File: config.mk
export PLATFORM = sky130hd
export DESIGN_NAME = disk_sector_address_sequencer
export DESIGN_NICKNAME = d
export VERILOG_FILES = /design/src/hw/rtl/dsas_pkg.sv /design/src/hw/rtl/dsas_ctrl.sv /design/src/hw/rtl/dsas_datapath.sv /design/src/hw/rtl/disk_sector_address_sequencer.sv
export SDC_FILE = /design/constraint.sdc
export NUM_CORES = 1
export LEC_CHECK = 0
export ABC_AREA = 1
export BUFFER_PORTS_ARGS = -buffer_cell sky130_fd_sc_hd__buf_2
export CAP_MARGIN = 10
export CELL_PAD_IN_SITES_DETAIL_PLACEMENT = 1
export CELL_PAD_IN_SITES_GLOBAL_PLACEMENT = 2
export CORE_AREA = 2 2 245 247
export CTS_CLUSTER_SIZE = 16
export DETAILED_ROUTE_END_ITERATION = 8
export DIE_AREA = 0 0 247 249
export GPL_ROUTABILITY_DRIVEN = 0
export PLACE_DENSITY = 0.86
export SLEW_MARGIN = 20
export SYNTH_ARGS = -nofsm -noshare
export SYNTH_HDL_FRONTEND = slang
export SYNTH_SLANG_ARGS = --single-unit
export TNS_END_PERCENT = 1
File: constraint.sdc
create_clock -name clk -period 9.3 [get_ports clk]
set_input_delay 2.79 -clock clk [delete_from_list [all_inputs] [get_ports clk]]
set_output_delay 2.79 -clock clk [all_outputs]
set_load 0.1 [all_outputs]
File: src/hw/rtl/dsas_pkg.sv
package dsas_pkg;

	localparam int unsigned ADDR_W  = 28;
	localparam int unsigned CYL_W   = 16;
	localparam int unsigned HEAD_W  = 8;
	localparam int unsigned SECT_W  = 7;
	localparam int unsigned COUNT_W = 9;
	localparam int unsigned HC_W    = 5;
	localparam int unsigned SPT_W   = 6;
	localparam int unsigned TRACK_W = 22;
	localparam int unsigned CFG_W   = 6;

	localparam logic OP_START  = 1'b0;
	localparam logic OP_SECTOR = 1'b1;

	localparam logic REG_HEAD_COUNT        = 1'b0;
	localparam logic REG_SECTORS_PER_TRACK = 1'b1;

	localparam logic [HC_W-1:0]    HEAD_COUNT_RESET  = 5'd16;
	localparam logic [SPT_W-1:0]   SPT_RESET         = 6'd63;
	localparam logic [COUNT_W-1:0] FULL_COUNT        = 9'd256;

	typedef enum logic [2:0] {
		ST_IDLE,
		ST_DECODE,
		ST_MUL_SECTOR,
		ST_CHS_STEP,
		ST_FINISH
	} state_t;

	typedef struct packed {
		logic capture;
		logic start_load;
		logic idle_result;
		logic lba_step;
		logic mul_track;
		logic mul_sector;
		logic chs_step;
		logic out_load;
	} cmd_t;

	typedef struct packed {
		logic op;
		logic active;
		logic linear;
		logic out_full;
	} status_t;

endpackage

File: src/hw/rtl/dsas_ctrl.sv
module dsas_ctrl import dsas_pkg::*; (
	input  logic    clk,
	input  logic    arst_n,
	input  logic    in_valid,
	input  logic    out_stall,
	input  status_t status,
	output logic    in_stall,
	output cmd_t    cmd
);

	state_t state_q;
	state_t state_next;

	always_ff @(posedge clk or negedge arst_n) begin
		if (!arst_n) begin
			state_q <= ST_IDLE;
		end else begin
			state_q <= state_next;
		end
	end

	always_comb begin
		state_next = state_q;
		cmd        = '0;
		in_stall   = 1'b1;
		unique case (state_q)
			ST_IDLE: begin
				in_stall = 1'b0;
				if (in_valid) begin
					cmd.capture = 1'b1;
					state_next  = ST_DECODE;
				end
			end
			ST_DECODE: begin
				if (status.op == OP_START) begin
					cmd.start_load = 1'b1;
					state_next     = ST_FINISH;
				end else if (!status.active) begin
					cmd.idle_result = 1'b1;
					state_next      = ST_FINISH;
				end else if (status.linear) begin
					cmd.lba_step = 1'b1;
					state_next   = ST_FINISH;
				end else begin
					cmd.mul_track = 1'b1;
					state_next    = ST_MUL_SECTOR;
				end
			end
			ST_MUL_SECTOR: begin
				cmd.mul_sector = 1'b1;
				state_next     = ST_CHS_STEP;
			end
			ST_CHS_STEP: begin
				cmd.chs_step = 1'b1;
				state_next   = ST_FINISH;
			end
			ST_FINISH: begin
				if (!status.out_full || !out_stall) begin
					cmd.out_load = 1'b1;
					state_next   = ST_IDLE;
				end
			end
			default: begin
				state_next = ST_IDLE;
			end
		endcase
	end

endmodule

File: src/hw/rtl/dsas_datapath.sv
module dsas_datapath import dsas_pkg::*; (
	input  logic              clk,
	input  logic              arst_n,
	input  cmd_t              cmd,
	output status_t           status,
	input  logic              cfg_write,
	input  logic              cfg_index,
	input  logic [CFG_W-1:0]  cfg_data,
	input  logic              op,
	input  logic              lba_mode,
	input  logic [ADDR_W-1:0] task_address,
	input  logic [7:0]        sector_count,
	input  logic              out_stall,
	output logic              out_valid,
	output logic              sector_valid,
	output logic [ADDR_W-1:0] media_address,
	output logic [ADDR_W-1:0] task_address_now,
	output logic              last_sector
);

	logic [HC_W-1:0]    hc_q;
	logic [SPT_W-1:0]   spt_q;
	logic [CYL_W-1:0]   cyl_q;
	logic [HEAD_W-1:0]  head_q;
	logic [SECT_W-1:0]  sect_q;
	logic [ADDR_W-1:0]  tfa_q;
	logic [COUNT_W-1:0] done_q;
	logic [COUNT_W-1:0] wanted_q;
	logic               lin_q;
	logic               out_valid_q;

	logic               op_q;
	logic               lba_q;
	logic [ADDR_W-1:0]  addr_q;
	logic [7:0]         cnt_q;
	logic [TRACK_W-1:0] track_q;
	logic [ADDR_W-1:0]  prod_q;

	logic               res_valid_q;
	logic [ADDR_W-1:0]  res_media_q;
	logic [ADDR_W-1:0]  res_tan_q;
	logic               res_last_q;

	logic [ADDR_W-1:0]  out_media_q;
	logic [ADDR_W-1:0]  out_tan_q;
	logic               out_sv_q;
	logic               out_last_q;

	logic [20:0]        cyl_x_hc;
	logic [TRACK_W-1:0] track_sum;
	logic [ADDR_W-1:0]  track_x_spt;
	logic [ADDR_W-1:0]  media_chs;
	logic [ADDR_W-1:0]  tfa_chs;
	logic [SECT_W-1:0]  sect_inc;
	logic               sect_wrap;
	logic [HEAD_W-1:0]  head_inc;
	logic               head_wrap;
	logic [COUNT_W-1:0] done_inc;
	logic               last_hit;

	assign cyl_x_hc    = 21'(cyl_q) * 21'(hc_q);
	assign track_sum   = {1'b0, cyl_x_hc} + {14'd0, head_q};
	assign track_x_spt = 28'(track_q) * 28'(spt_q);
	assign media_chs   = prod_q + 28'(sect_q) - 28'd1;
	assign tfa_chs     = {head_q[3:0], cyl_q, tfa_q[7:6], sect_q[5:0]};
	assign sect_inc    = sect_q + 7'd1;
	assign sect_wrap   = sect_inc > {1'b0, spt_q};
	assign head_inc    = head_q + 8'd1;
	assign head_wrap   = head_inc == {3'd0, hc_q};
	assign done_inc    = done_q + 9'd1;
	assign last_hit    = done_inc == wanted_q;

	assign status.op       = op_q;
	assign status.active   = done_q < wanted_q;
	assign status.linear   = lin_q;
	assign status.out_full = out_valid_q;

	always_ff @(posedge clk or negedge arst_n) begin
		if (!arst_n) begin
			hc_q  <= HEAD_COUNT_RESET;
			spt_q <= SPT_RESET;
		end else if (cfg_write) begin
			unique case (cfg_index)
				REG_HEAD_COUNT:        hc_q  <= cfg_data[HC_W-1:0];
				REG_SECTORS_PER_TRACK: spt_q <= cfg_data;
				default: begin
				end
			endcase
		end
	end

	always_ff @(posedge clk or negedge arst_n) begin
		if (!arst_n) begin
			cyl_q    <= '0;
			head_q   <= '0;
			sect_q   <= '0;
			tfa_q    <= '0;
			done_q   <= '0;
			wanted_q <= '0;
			lin_q    <= 1'b0;
		end else if (cmd.start_load) begin
			lin_q    <= lba_q;
			tfa_q    <= addr_q;
			wanted_q <= (cnt_q == 8'd0) ? FULL_COUNT : {1'b0, cnt_q};
			done_q   <= '0;
			cyl_q    <= addr_q[23:8];
			head_q   <= {4'd0, addr_q[27:24]};
			sect_q   <= {1'b0, addr_q[5:0]};
		end else if (cmd.lba_step) begin
			tfa_q  <= tfa_q + 28'd1;
			done_q <= done_inc;
		end else if (cmd.chs_step) begin
			tfa_q  <= tfa_chs;
			done_q <= done_inc;
			if (sect_wrap) begin
				sect_q <= 7'd1;
				if (head_wrap) begin
					head_q <= '0;
					cyl_q  <= cyl_q + 16'd1;
				end else begin
					head_q <= head_inc;
				end
			end else begin
				sect_q <= sect_inc;
			end
		end
	end

	always_ff @(posedge clk) begin
		if (cmd.capture) begin
			op_q   <= op;
			lba_q  <= lba_mode;
			addr_q <= task_address;
			cnt_q  <= sector_count;
		end
		if (cmd.mul_track) begin
			track_q <= track_sum;
		end
		if (cmd.mul_sector) begin
			prod_q <= track_x_spt;
		end
		if (cmd.start_load) begin
			res_valid_q <= 1'b0;
			res_media_q <= '0;
			res_tan_q   <= addr_q;
			res_last_q  <= 1'b0;
		end else if (cmd.idle_result) begin
			res_valid_q <= 1'b0;
			res_media_q <= '0;
			res_tan_q   <= tfa_q;
			res_last_q  <= 1'b0;
		end else if (cmd.lba_step) begin
			res_valid_q <= 1'b1;
			res_media_q <= tfa_q;
			res_tan_q   <= tfa_q + 28'd1;
			res_last_q  <= last_hit;
		end else if (cmd.chs_step) begin
			res_valid_q <= 1'b1;
			res_media_q <= media_chs;
			res_tan_q   <= tfa_chs;
			res_last_q  <= last_hit;
		end
		if (cmd.out_load) begin
			out_sv_q    <= res_valid_q;
			out_media_q <= res_media_q;
			out_tan_q   <= res_tan_q;
			out_last_q  <= res_last_q;
		end
	end

	always_ff @(posedge clk or negedge arst_n) begin
		if (!arst_n) begin
			out_valid_q <= 1'b0;
		end else if (cmd.out_load) begin
			out_valid_q <= 1'b1;
		end else if (!out_stall) begin
			out_valid_q <= 1'b0;
		end
	end

	assign out_valid        = out_valid_q;
	assign sector_valid     = out_sv_q;
	assign media_address    = out_media_q;
	assign task_address_now = out_tan_q;
	assign last_sector      = out_last_q;

endmodule

File: src/hw/rtl/disk_sector_address_sequencer.sv
// Sector address sequencer for multi-sector disk transfers.
// Input words arrive on in_valid/in_stall with fields op, lba_mode, task_address and
// sector_count. A start word (op = 0) loads the transfer; each sector word (op = 1)
// produces the media address of that sector and the updated task-file address.
// Every input word yields exactly one output word on out_valid/out_stall.
// The unit works on one word at a time. A start word, an ignored sector word and an
// LBA sector word pass through the decode and finish states to the output register; a
// CHS sector word also passes through the multiply and CHS step states, as the track
// and sector products go through two registered multiply steps. A new word is accepted
// only once the previous one has reached the output register.
// A result waiting in the output register does not block the next input word; the
// following result waits in the sequencer until the receiver drops out_stall.
// Reset clears the transfer state, empties the output register and sets head_count
// to 16 and sectors_per_track to 63. The configuration port writes one register per
// cycle with cfg_write and must only be used while the unit is idle.
module disk_sector_address_sequencer import dsas_pkg::*; (
	input  logic              clk,
	input  logic              arst_n,
	input  logic              cfg_write,
	input  logic              cfg_index,
	input  logic [CFG_W-1:0]  cfg_data,
	input  logic              in_valid,
	output logic              in_stall,
	input  logic              op,
	input  logic              lba_mode,
	input  logic [ADDR_W-1:0] task_address,
	input  logic [7:0]        sector_count,
	output logic              out_valid,
	input  logic              out_stall,
	output logic              sector_valid,
	output logic [ADDR_W-1:0] media_address,
	output logic [ADDR_W-1:0] task_address_now,
	output logic              last_sector
);

	cmd_t    cmd;
	status_t status;

	dsas_ctrl u_ctrl (
		.clk       (clk),
		.arst_n    (arst_n),
		.in_valid  (in_valid),
		.out_stall (out_stall),
		.status    (status),
		.in_stall  (in_stall),
		.cmd       (cmd)
	);

	dsas_datapath u_datapath (
		.clk              (clk),
		.arst_n           (arst_n),
		.cmd              (cmd),
		.status           (status),
		.cfg_write        (cfg_write),
		.cfg_index        (cfg_index),
		.cfg_data         (cfg_data),
		.op               (op),
		.lba_mode         (lba_mode),
		.task_address     (task_address),
		.sector_count     (sector_count),
		.out_stall        (out_stall),
		.out_valid        (out_valid),
		.sector_valid     (sector_valid),
		.media_address    (media_address),
		.task_address_now (task_address_now),
		.last_sector      (last_sector)
	);

endmodule

# Word level (Yosys, flattened, before mapping)
# Index checks and enable logic that the tools add are counted.
# word_totals
reg_bits	297
wordCells	121
# op_classes
n_addsub	8
n_mul	2
order_cmp	2
eq_ne	10
n_mux	53
bitwise_logic	1
n_reduce_logical	19
# ops
operator	count
28-bit two-way mux	9
16-bit two-way mux	5
8-bit two-way mux	5
9-bit two-way mux	4
28-bit by 1-bit adder with 28-bit output, second input constant	1
28-bit by 7-bit adder with 28-bit output	1
22-bit by 6-bit multiplier with 28-bit output	1
7-bit two-way mux	4
28-bit by 1-bit subtractor with 28-bit output, second input constant	1
21-bit by 8-bit adder with 22-bit output	1
16-bit by 5-bit multiplier with 21-bit output	1
3-bit two-way mux	6
1-bit two-way mux	17
16-bit by 1-bit adder with 16-bit output, second input constant	1
3-bit case mux with 5 select lines	1
2-bit nonzero test	5
9-bit by 1-bit adder with 9-bit output, second input constant	1
9-bit equality test	1
9-bit less-than comparator	1
8-bit by 1-bit adder with 8-bit output, second input constant	1
8-bit by 5-bit equality test with 1-bit output	1
8-bit zero test	1
2-bit AND reduction	4
7-bit by 1-bit adder with 7-bit output, second input constant	1
17 further kinds	21

# Depth between registers and ports, before layout
# depth
depth_word	7
mapped_depth	20
ltp_nobuf	19

# Cells and area by module
# A second synthesis with hierarchy kept.
# hier_totals
hier_cells	2983
area_unflattened_um2	22925.7
# by_module_without_submodules
mod	instances	cells_each	area_each_um2	seq_area_each_um2
dsas_datapath	1	2945	22704.3	8086.5
dsas_ctrl	1	38	221.5	75.1

# Worst setup path after synthesis
# No wires, ideal clock.
# synth_path
kind	in2reg
from	input port out_stall
to	register u_datapath.out_last_q, in the netlist u_datapath.last_sector, enable pin
setup_ns	0.493
arrival_time_ns	5.635
setup_slack_ns	3.172
path_stages	1
path_cell_list	a21oi_1
# synth_between
elab_chain_len	4
# synth_rtl
element	line	text
from (decl)	disk_sector_address_sequencer.sv:29	input logic out_stall,
1-bit zero test	--	
1-bit logical OR	dsas_ctrl.sv:58	if (!status.out_full || !out_stall) begin
1-bit two-way mux	dsas_ctrl.sv:58	
1-bit two-way mux	dsas_ctrl.sv:26	unique case (state_q)
to (signal assigned)	dsas_datapath.sv:167	out_last_q <= res_last_q;
to (decl)	dsas_datapath.sv:47	logic out_last_q;
# No other way between the ends.
# A chain may end at the register's enable or synchronous reset.

# Final worst setup path
# layout_path
from	register u_datapath.spt_q[2]
to	register u_datapath.prod_q[20] (data pin)
# layout_between
elab_chain_len	1
# layout_rtl
element	line	text
from (decl)	dsas_datapath.sv:22	logic [SPT_W-1:0] spt_q;
from (signal assigned)	dsas_datapath.sv:85	REG_SECTORS_PER_TRACK: spt_q <= cfg_data;
22-bit by 6-bit multiplier with 28-bit output	dsas_datapath.sv:63	assign track_x_spt = 28'(track_q) * 28'(spt_q);
net u_datapath.track_x_spt[20]	dsas_datapath.sv:51	logic [ADDR_W-1:0] track_x_spt;
to (signal assigned)	dsas_datapath.sv:140	prod_q <= track_x_spt;
to (decl)	dsas_datapath.sv:37	logic [ADDR_W-1:0] prod_q;
# The timed path passes the listed nets, and every way through them passes these cells.

==> reports/qor.csv <==
metric;value;unit
Mapped Nets;3391;
initial antenna violation count;1;
register share of total power;28.3;%
num rows;89;
top_reg_cell synth;edfxtp_1;
drt pass-1 iters;5;
combinational power share;55.4;%
Starting DRT DRC Count;1023;
worst-skew pair later-pin latency;570;ps
Critical R2R Capture;u_datapath.prod_q[20]$_DFFE_PP_;
total I/O pin count;110;
setup slack at placement;4680;ps
switching power;0.004431;W
Post-synth EDFFs;174;
crit end category;register;
highest clock rate;0.2184;GHz
share of layout cells above drive strength 1;6.849;%
worst-case hold slack;423.3;ps
vias in the first global route;21230;
pwr/cell area;340.4;nW/um^2
clock buffer depth;3;
I/O Buffers;109;
Worst R2R Start;u_datapath.spt_q[2]$_DFFE_PN1P_;
arrival time worst endpoint;4880;ps
max-cap viol count;0;
Clock power frac;16.3;%
final worst slack;4722;ps
Setup crit end;u_datapath.prod_q[20]$_DFFE_PP_;
Area contributors post-synth;edfxtp_1 (22%), nand2_1 (15%), fa_1 (11%);
Total GRT Usage;23.74;%
nets;3465;
Post-Syn Area per Cell;7.567;sq um
worst rel slew slack;40.86;%
Unique masters post-synth;47;
Worst Path Required;9600;ps
Worst-Margin Slew;887.1;ps
Sw Share;50.61;%
first-pass GRT wire length;115400;um
gr ovfl total;0;
maximum vdd drop;0.0002358;V
Sinks on Clock Net;297;
R2R Setup Slk;4720;ps
Initial Utilization;39.71;%
Setup Buffers After CTS;0;
Pint;0.004325;W
CTS buffer count;37;
async set-reset flop share out of synthesis;31.31;%
CTS Hold Buffers Added;0;
Hold Path Class;reg -> reg;
CTS tree;done;
Lkg Pwr;13.82;nW
Seq cells post-synth;297;
status;completed;
Post-CTS Resized;0;
register area share after synthesis;35.02;%
Final Hold Violating Endpoints;0;
Gate Count Post-Synth;3080;
chip height;249;um
Final setup viols;0;
R2R depth;15;
CP Launch Point;u_datapath.spt_q[2]$_DFFE_PN1P_;
remaining routing DRC violations;0;
post-route clock period utilization;49.23;%
die width;247;um
Tmin final;4579;ps
WL final;72170;um
Yosys top cell area share;22.42;%
clock skew;20.91;ps
mapped cell area;23300;sq um
DR vias/cell;5.016;
DP HPWL;56660;um
largest net degree at the start of global routing;77;
CP Max Fanout;24;
DR WL/cell;18.24;um
die area;61500;sq um
Worst-path clk slew;60;ps
H-Tree Depth;2;
Worst setup SP type;register;
Ant. Diodes;0;
core area;58690;sq um
Yosys top cell by area;edfxtp_1;
root buffer cell;clkbuf_16;
CP Class;reg -> reg;
Power, Total;0.008756;W
Synthesis Warnings;0;
final slew viol count;0;
post-route antenna net violation count;0;
Vias;19840;
Total Neg Setup Slack;0;ps
Area growth, synth to finish;10.38;%
unrepaired setup endpoints after global routing;no;
-- power by group through the flow --
stage / registers (W) / clock network (W) / logic [W]
finish: 0.00248 / 0.00142 / 0.00485
global route: 0.00252 / 0.00150 / 0.00551
CTS: 0.00247 / 0.00146 / 0.00490
detailed placement: 0.00250 / 0 / 0.00486
global placement: 0.00247 / 0 / 0.00469
floorplan: 0.00261 / 0 / 0.00330
-- flip-flops by register name (all words and copies together) (netlist names), 9 cells and up --
register                     flops
u_datapath.media_address        28
u_datapath.res_media_q          28
u_datapath.task_address_now     28
u_datapath.done_q                9
u_datapath.wanted_q              9
u_datapath.tfa_q                28
u_datapath.prod_q               28
u_datapath.res_tan_q            28
u_datapath.track_q              22
u_datapath.cyl_q                16
u_datapath.addr_q               28
-- critical path, stage by stage (launching register included) --
cell      delay, ps
dfstp_2         880
nand2_1         130
inv_1           110
fa_1            390
inv_1            80
fa_1            440
fa_1            550
inv_1            50
ha_1            360
a21oi_1         160
nand2_1         160
a21boi_0        470
o21ai_0         230
nand2_1         100
nand2_1          60
xor2_1          150
-- worst min path at each step --
| stage | end | cells past startpoint | startpoint | slack (ps) |
|---|---|---|---|---|
| detailed placement | u_datapath.task_address_now[25]$_DFFE_PP_ | 0 | u_datapath.res_tan_q[25]$_DFFE_PP_ | 410 |
| global route | u_datapath.task_address_now[24]$_DFFE_PP_ | 0 | u_datapath.res_tan_q[24]$_DFFE_PP_ | 430 |
| floorplan | u_datapath.task_address_now[0]$_DFFE_PP_ | 0 | u_datapath.res_tan_q[0]$_DFFE_PP_ | 400 |
| global placement | u_datapath.task_address_now[18]$_DFFE_PP_ | 0 | u_datapath.res_tan_q[18]$_DFFE_PP_ | 400 |
| finish | u_datapath.task_address_now[6]$_DFFE_PP_ | 0 | u_datapath.res_tan_q[6]$_DFFE_PP_ | 420 |
| CTS | u_datapath.task_address_now[24]$_DFFE_PP_ | 0 | u_datapath.res_tan_q[24]$_DFFE_PP_ | 420 |
-- synthesized netlist by cell type, types with 15 or more instances --
cell type  number
a21oi_1       125
buf_2          16
clkbuf_1       52
dfrtp_1        86
dfxtp_1        30
edfxtp_1      174
fa_1          132
ha_1          129
inv_1         670
nand2_1       912
nand3_1       153
nand3b_1       16
nand4_1        26
nor2_1        219
nor3_1         18
o211ai_1       15
o21ai_0       119
xnor2_1        18
xor2_1         60
-- logic make-up after synthesis --
kind of cell	count (synthesis)	synth area share [%]
buffers and inverters	764	12.65
adder cells (fa/ha/maj)	261	18.26
AND/OR/NAND/NOR	1368	23.89
XOR/XNOR	78	2.931
AO/OA/AOI/OAI	312	7.248
flip-flops	297	35.02
-- cell type report --
cell class	instances	area [sq um]
fill	7291	32960
multi-input combinational	2019	12220
sequential	297	8162
inverter	677	2544
clock buffer	47	1005
tap	773	967.2
timing repair buffer	122	645.6
clock inverter	21	182.7
-- stage by stage --
stage | std cells | utilization [%] | cell area [sq um]
after floorplan | 3080 | - | 23300
after global placement | 3888 | 41.81 | 24540
after detailed placement | 3888 | 41.81 | 24540
after CTS | 3956 | 43.84 | 25720
after global routing | 3956 | 43.84 | 25720
final | 3956 | 43.84 | 25720
-- metal layers --
| layer | up-vias | track usage, % | share of wire (%) | wire, um |
|---|---|---|---|---|
| met2 | 327 | 39.94 | 48 | 34440 |
| met3 | 85 | 2.736 | 3.5 | 2547 |
| met4 | 0 | 6.420 | 2.4 | 1731 |
| li1 | 9609 | - | - | - |
| met5 | - | 0 | 0 | 0 |
| met1 | 9821 | 32.25 | 46 | 33450 |
-- cell usage in the layout (no fill, tap or decap), types with 3 or more instances in the layout --
| master | instances |
|---|---|
| nand2_1 | 912 |
| inv_1 | 670 |
| nor2_1 | 216 |
| edfxtp_1 | 174 |
| nand3_1 | 153 |
| fa_1 | 132 |
| ha_1 | 129 |
| a21oi_1 | 124 |
| o21ai_0 | 119 |
| buf_2 | 108 |
| dfrtp_1 | 86 |
| xor2_1 | 60 |
| clkbuf_16 | 38 |
| dfxtp_1 | 30 |
| nand4_1 | 26 |
| nor3_1 | 18 |
| xnor2_1 | 18 |
| nand3b_1 | 16 |
| o211ai_1 | 15 |
| o21ai_1 | 14 |
| buf_4 | 14 |
| a21o_1 | 10 |
| clkinvlp_4 | 9 |
| o21bai_1 | 7 |
| clkbuf_1 | 7 |
| dfstp_2 | 7 |
| a31oi_1 | 6 |
| or2_2 | 6 |
| inv_2 | 6 |
| o22ai_1 | 6 |
| nor2_2 | 5 |
| clkinv_2 | 4 |
| nand2_2 | 3 |
| nor2_4 | 3 |
| nand2_4 | 3 |
| clkinv_1 | 3 |
Power figures use the tool's default switching activity.
